<file path="config.mk">
export PLATFORM = sky130hd
export DESIGN_NAME = fct_ram
export DESIGN_NICKNAME = d
export VERILOG_FILES = /design/src/rtl/assert_macros.svh /design/src/rtl/fct_ram.sv
export SDC_FILE = /design/constraint.sdc
export NUM_CORES = 2
export LEC_CHECK = 0
export BUFFER_PORTS_ARGS = -buffer_cell sky130_fd_sc_hd__buf_2
export CAP_MARGIN = 20
export CELL_PAD_IN_SITES_DETAIL_PLACEMENT = 1
export CELL_PAD_IN_SITES_GLOBAL_PLACEMENT = 2
export CORE_ASPECT_RATIO = 0.8
export CORE_UTILIZATION = 45
export CTS_CLUSTER_SIZE = 20
export DETAILED_ROUTE_END_ITERATION = 10
export PLACE_DENSITY_LB_ADDON = 0.1
export SYNTH_ARGS = -nofsm -noshare
export SYNTH_HDL_FRONTEND = slang
export SYNTH_SLANG_ARGS = --single-unit
export TNS_END_PERCENT = 50
</file>
<file path="constraint.sdc">
create_clock -name clk -period 6.1 [get_ports clk]
set_clock_uncertainty 0.1 [all_clocks]
set_input_delay 0.305 -clock clk [delete_from_list [all_inputs] [get_ports clk]]
set_output_delay 0.305 -clock clk [all_outputs]
set_load 0.01 [all_outputs]
</file>
<file path="src/rtl/assert_macros.svh">
// Assertion macros shared by the RTL. Empty when synthesising.
`ifndef ASSERT_MACROS_SVH
`define ASSERT_MACROS_SVH
`ifndef SYNTHESIS
// Antecedent holds: consequent holds in the same cycle
`define FCT_ASSERT_SAME(lbl, ante, cons, msg) \
    lbl: assert property (@(posedge clk) disable iff (!rst_n) (ante) |-> (cons)) \
        else $error(msg);
// Antecedent holds: consequent holds in the next cycle
`define FCT_ASSERT_NEXT(lbl, ante, cons, msg) \
    lbl: assert property (@(posedge clk) disable iff (!rst_n) (ante) |=> (cons)) \
        else $error(msg);
`else
`define FCT_ASSERT_SAME(lbl, ante, cons, msg)
`define FCT_ASSERT_NEXT(lbl, ante, cons, msg)
`endif
`endif

</file>
<file path="src/rtl/fct_ram.sv">
// ----------------------------------------------------------------------------
// fct_ram
// Generic single write port RAM with one registered read port.
// ----------------------------------------------------------------------------
`timescale 1ns / 1ps
module fct_ram #(
    parameter int WIDTH = 96,
    parameter int DEPTH = 20
) (
    input  logic                     clk,
    input  logic                     wr_en,
    input  logic [$clog2(DEPTH)-1:0] wr_addr,
    input  logic [WIDTH-1:0]         wr_data,
    input  logic [$clog2(DEPTH)-1:0] rd_addr,
    output logic [WIDTH-1:0]         rd_data
);

    logic [WIDTH-1:0] mem_reg [DEPTH];
    logic [WIDTH-1:0] rd_data_reg;

    // write port and registered read
    always_ff @(posedge clk)
    begin
        if (wr_en)
        begin
            mem_reg[wr_addr] <= wr_data;
        end
        rd_data_reg <= mem_reg[rd_addr];
    end

    assign rd_data = rd_data_reg;

endmodule

</file>
==> out/qor.csv <==
stage;metric;value;unit
finish;drive_above_1_share;0.172;
detailed_routing;vias;38300;
global_routing;globalRoute.totalOverflow;0;
global_routing;initial_antenna_violation_count;14;
detailed_routing;finalWirelength;202000;um
power;power_leakage;29.5;nW
power;p_total;28.8;mW
finish;largest_register_ff_count;1920;
detailed_routing;drt_first_iter_violations;2812;
die;die_height;368;um
timing;finalHoldViolations;0;
finish;area_delta_synth_final;14.9;%
critical_path;critPathRequiredTime;6.76;ns
logic_synthesis;synth_warnings;0;
clocking;cts.sinks;2016;
detailed_routing;avgViaCountPerCell;5.63;
timing;report.final.setup_viol;0;
logic_synthesis;synth.most_common_cell;sky130_fd_sc_hd__edfxtp_1;
logic_synthesis;number_of_synthesized_flops_with_an_enable_pin;1920;
critical_path;critical_path.reg2reg.endpoint;rd_data[83];
detailed_routing;antenna_left;0;
critical_path;path_common_cell;sky130_fd_sc_hd__buf_4;
place;half_perimeter_wire_length_after_placement;98600;um
logic_synthesis;synth_largest_area_cell;sky130_fd_sc_hd__edfxtp_1;
logic_synthesis;synthesis.area;75500;um^2
die;design.portCount;204;
clocking;cts_root_buffer;sky130_fd_sc_hd__clkbuf_16;
detailed_routing;wire_per_inst;29.6;um
die;core;167000;um^2
clocking;clk_transition_reported_paths;0.06;ns
finish;fin_util;0.520;
logic_synthesis;synth_top_area_share;0.764;
power;vdd_ir_drop_max;0.296;mV
timing;max_freq;351;MHz
clocking;cts.htree.levels;4;
global_routing;grt_first_pass_wirelength;290000;um
detailed_routing;detail_route.drc_violations;0;
critical_path;cp_cell_sequence;dlygate4sd3_1 > buf_2 > nor3b_2 > buf_4 > nor2b_4 > buf_4 > a211oi_1 > nand3_1;
global_routing;via_count_of_the_first_global_routing_pass;40300;
place;placed_cells_incl_taps;6328;
critical_path;worst_ep_arrival_time;3.51;ns
clocking;max-clock-path-buffers;3;
clocking;worstSkewPairLatency;0.82;ns
logic_synthesis;async_flop_share;0;
critical_path;rrSetupSlack;4.41;ns
critical_path;number_of_cells_on_the_worst_reg_to_reg_path;3;
logic_synthesis;ys_ff_latch;2016;
clocking;cts_tree;yes;
power;pwr_density_cell;332;nW/um^2
timing;worst_slew_pin_slew;1.33;ns
critical_path;crit_path_top_delay_cell;sky130_fd_sc_hd__nor2b_4;
job;cap_viol_max_count;0;
critical_path;crit_path_start;rd_addr[4];
critical_path;timing.critical_path.to;rd_data[69];
place;placement.io_buffers;203;
global_routing;maximum_number_of_pins_on_one_net_before_global_route_repair;133;
finish;post_layout_nonfiller_instances;6805;
critical_path;worst_setup_path_start_kind;primary input;
place;globalplace.congestion;0.711;
finish;nNetsFinal;4491;
die;die-width;460;um
timing;grt_setup_unrepaired;false;
timing;slew-limit-headroom;0.113;
timing;totalNegativeSetupSlack;0;ns
logic_synthesis;post_synth.cell_area_avg;18.9;um^2
place;post_placement_setup_slack;2.39;ns
critical_path;worstReg2RegStart;mem_reg[4][83];
logic_synthesis;synth_nets;4112;
logic_synthesis;top_post_synthesis_cells_by_area;sky130_fd_sc_hd__edfxtp_1, sky130_fd_sc_hd__mux2i_1, sky130_fd_sc_hd__mux4_2, sky130_fd_sc_hd__dfxtp_1, sky130_fd_sc_hd__mux2_2;
logic_synthesis;seq_area_frac_synth;0.789;
timing;post-route-period-util;0.467;
die;floorplan.initialDensity;0.453;
die;die-area;169000;um^2
timing;fin_crit_period;2.85;ns
critical_path;worst_path_largest_cell_delay;0.92;ns
status;status;completed;
critical_path;critPathMaxFanout;30;
clocking;cts-buffers-inserted;200;
die;rows;134;
logic_synthesis;netlist_top_cells_count;sky130_fd_sc_hd__edfxtp_1, sky130_fd_sc_hd__mux2i_1, sky130_fd_sc_hd__nand2_1;
logic_synthesis;netlist_instances;4004;
detailed_routing;first_pass_iters;5;
timing;timing.final.ws_setup;3.25;ns
timing;slew_violations;0;
logic_synthesis;post_synth_top_flop;sky130_fd_sc_hd__edfxtp_1;
critical_path;worst-setup-path-type;in -> reg;
logic_synthesis;synth_cell_types;31;
clocking;cts_resized;0;
global_routing;groute.usage.overall;0.239;
critical_path;crit_path_end_kind;flip-flop;
hold_path;holdCritPathClass;in -> reg;
==> how the worst min path moves through the flow <==
stage / startpoint / end / slack [ns] / depth (start not counted)
2_1_floorplan: wr_data[0] / mem_reg[0][0] / 0.30 / 0
3_3_place_gp: mem_reg[2][48] / rd_data[48] / 0.47 / 4
3_5_place_dp: mem_reg[10][91] / rd_data[91] / 0.46 / 4
4_1_cts: wr_addr[4] / mem_reg[5][33] / 0.05 / 3
5_1_grt: wr_addr[4] / mem_reg[5][33] / 0.11 / 3
6_report: wr_addr[4] / mem_reg[5][35] / 0.11 / 3
==> cell families after synthesis <==
family	count (synthesis)	share of synthesized area
flops	2016	0.789
mux	864	0.132
simple gates	523	0.0301
compound gates	384	0.0340
buf+inv	217	0.0147
==> stage by stage <==
step                cell area, um^2  hold WS, ns
global placement              79400        0.466
global route                  86700        0.108
CTS                           86700       0.0501
detailed placement            79500        0.464
finish                        86700        0.106
floorplan                     75500        0.304
==> metal layers <==
metal	wire length (um)	track usage
met1	89400	0.327
met2	102000	0.406
met3	6800	0.0311
met4	3710	0.0556
met5	101	0
==> power breakdown <==
| part | switching (mW) | internal [mW] |
|---|---|---|
| Clock | 5.14 | 6.75 |
| Combinational | 0.898 | 0.492 |
| Sequential | 0.102 | 15.4 |
==> cells in the final DEF, fill, tap and decap left out, types with 11 or more instances in the layout <==
cell type / netlist / routed
sky130_fd_sc_hd__a211oi_1: 86 / 86
sky130_fd_sc_hd__a21oi_1: 96 / 96
sky130_fd_sc_hd__a22oi_1: 96 / 96
sky130_fd_sc_hd__buf_12: 0 / 26
sky130_fd_sc_hd__buf_2: 83 / 201
sky130_fd_sc_hd__buf_4: 40 / 68
sky130_fd_sc_hd__clkbuf_1: 84 / 69
sky130_fd_sc_hd__clkbuf_16: 0 / 207
sky130_fd_sc_hd__clkbuf_8: 0 / 17
sky130_fd_sc_hd__clkinv_1: 0 / 41
sky130_fd_sc_hd__clkinv_2: 0 / 26
sky130_fd_sc_hd__dfxtp_1: 96 / 96
sky130_fd_sc_hd__dlygate4sd3_1: 0 / 97
sky130_fd_sc_hd__edfxtp_1: 1920 / 1920
sky130_fd_sc_hd__mux2_2: 86 / 86
sky130_fd_sc_hd__mux2i_1: 682 / 682
sky130_fd_sc_hd__mux4_2: 96 / 96
sky130_fd_sc_hd__nand2_1: 194 / 193
sky130_fd_sc_hd__nand3_1: 183 / 183
sky130_fd_sc_hd__nor2_1: 117 / 96
sky130_fd_sc_hd__nor2_4: 0 / 21
sky130_fd_sc_hd__nor3_1: 11 / 11
sky130_fd_sc_hd__o22ai_1: 96 / 96
==> final cells by class <==
class / instances / area, um^2
Multi-Input combinational cell: 1771 / 15000
Tap cell: 2244 / 2810
Timing Repair Buffer: 394 / 3040
Fill cell: 15000 / 79900
Antenna cell: 2 / 5.00
Clock inverter: 86 / 632
Sequential cell: 2016 / 59600
Clock buffer: 292 / 5660
==> worst max-delay path, delay by kind of cell <==
family,cells,cell delay [ns]
buffers and inverters,4,1.72
and+or+nand+nor,3,1.23
AOI/OAI and AO/OA,1,0.22
==> repair_timing <==
| item | CTS | global route |
|---|---|---|
| hold buffers | 97 | 0 |
| buffers inserted | 0 | 0 |
| hold endpoints to repair | 1921 | 0 |
(Power assumes the default switching activity.)
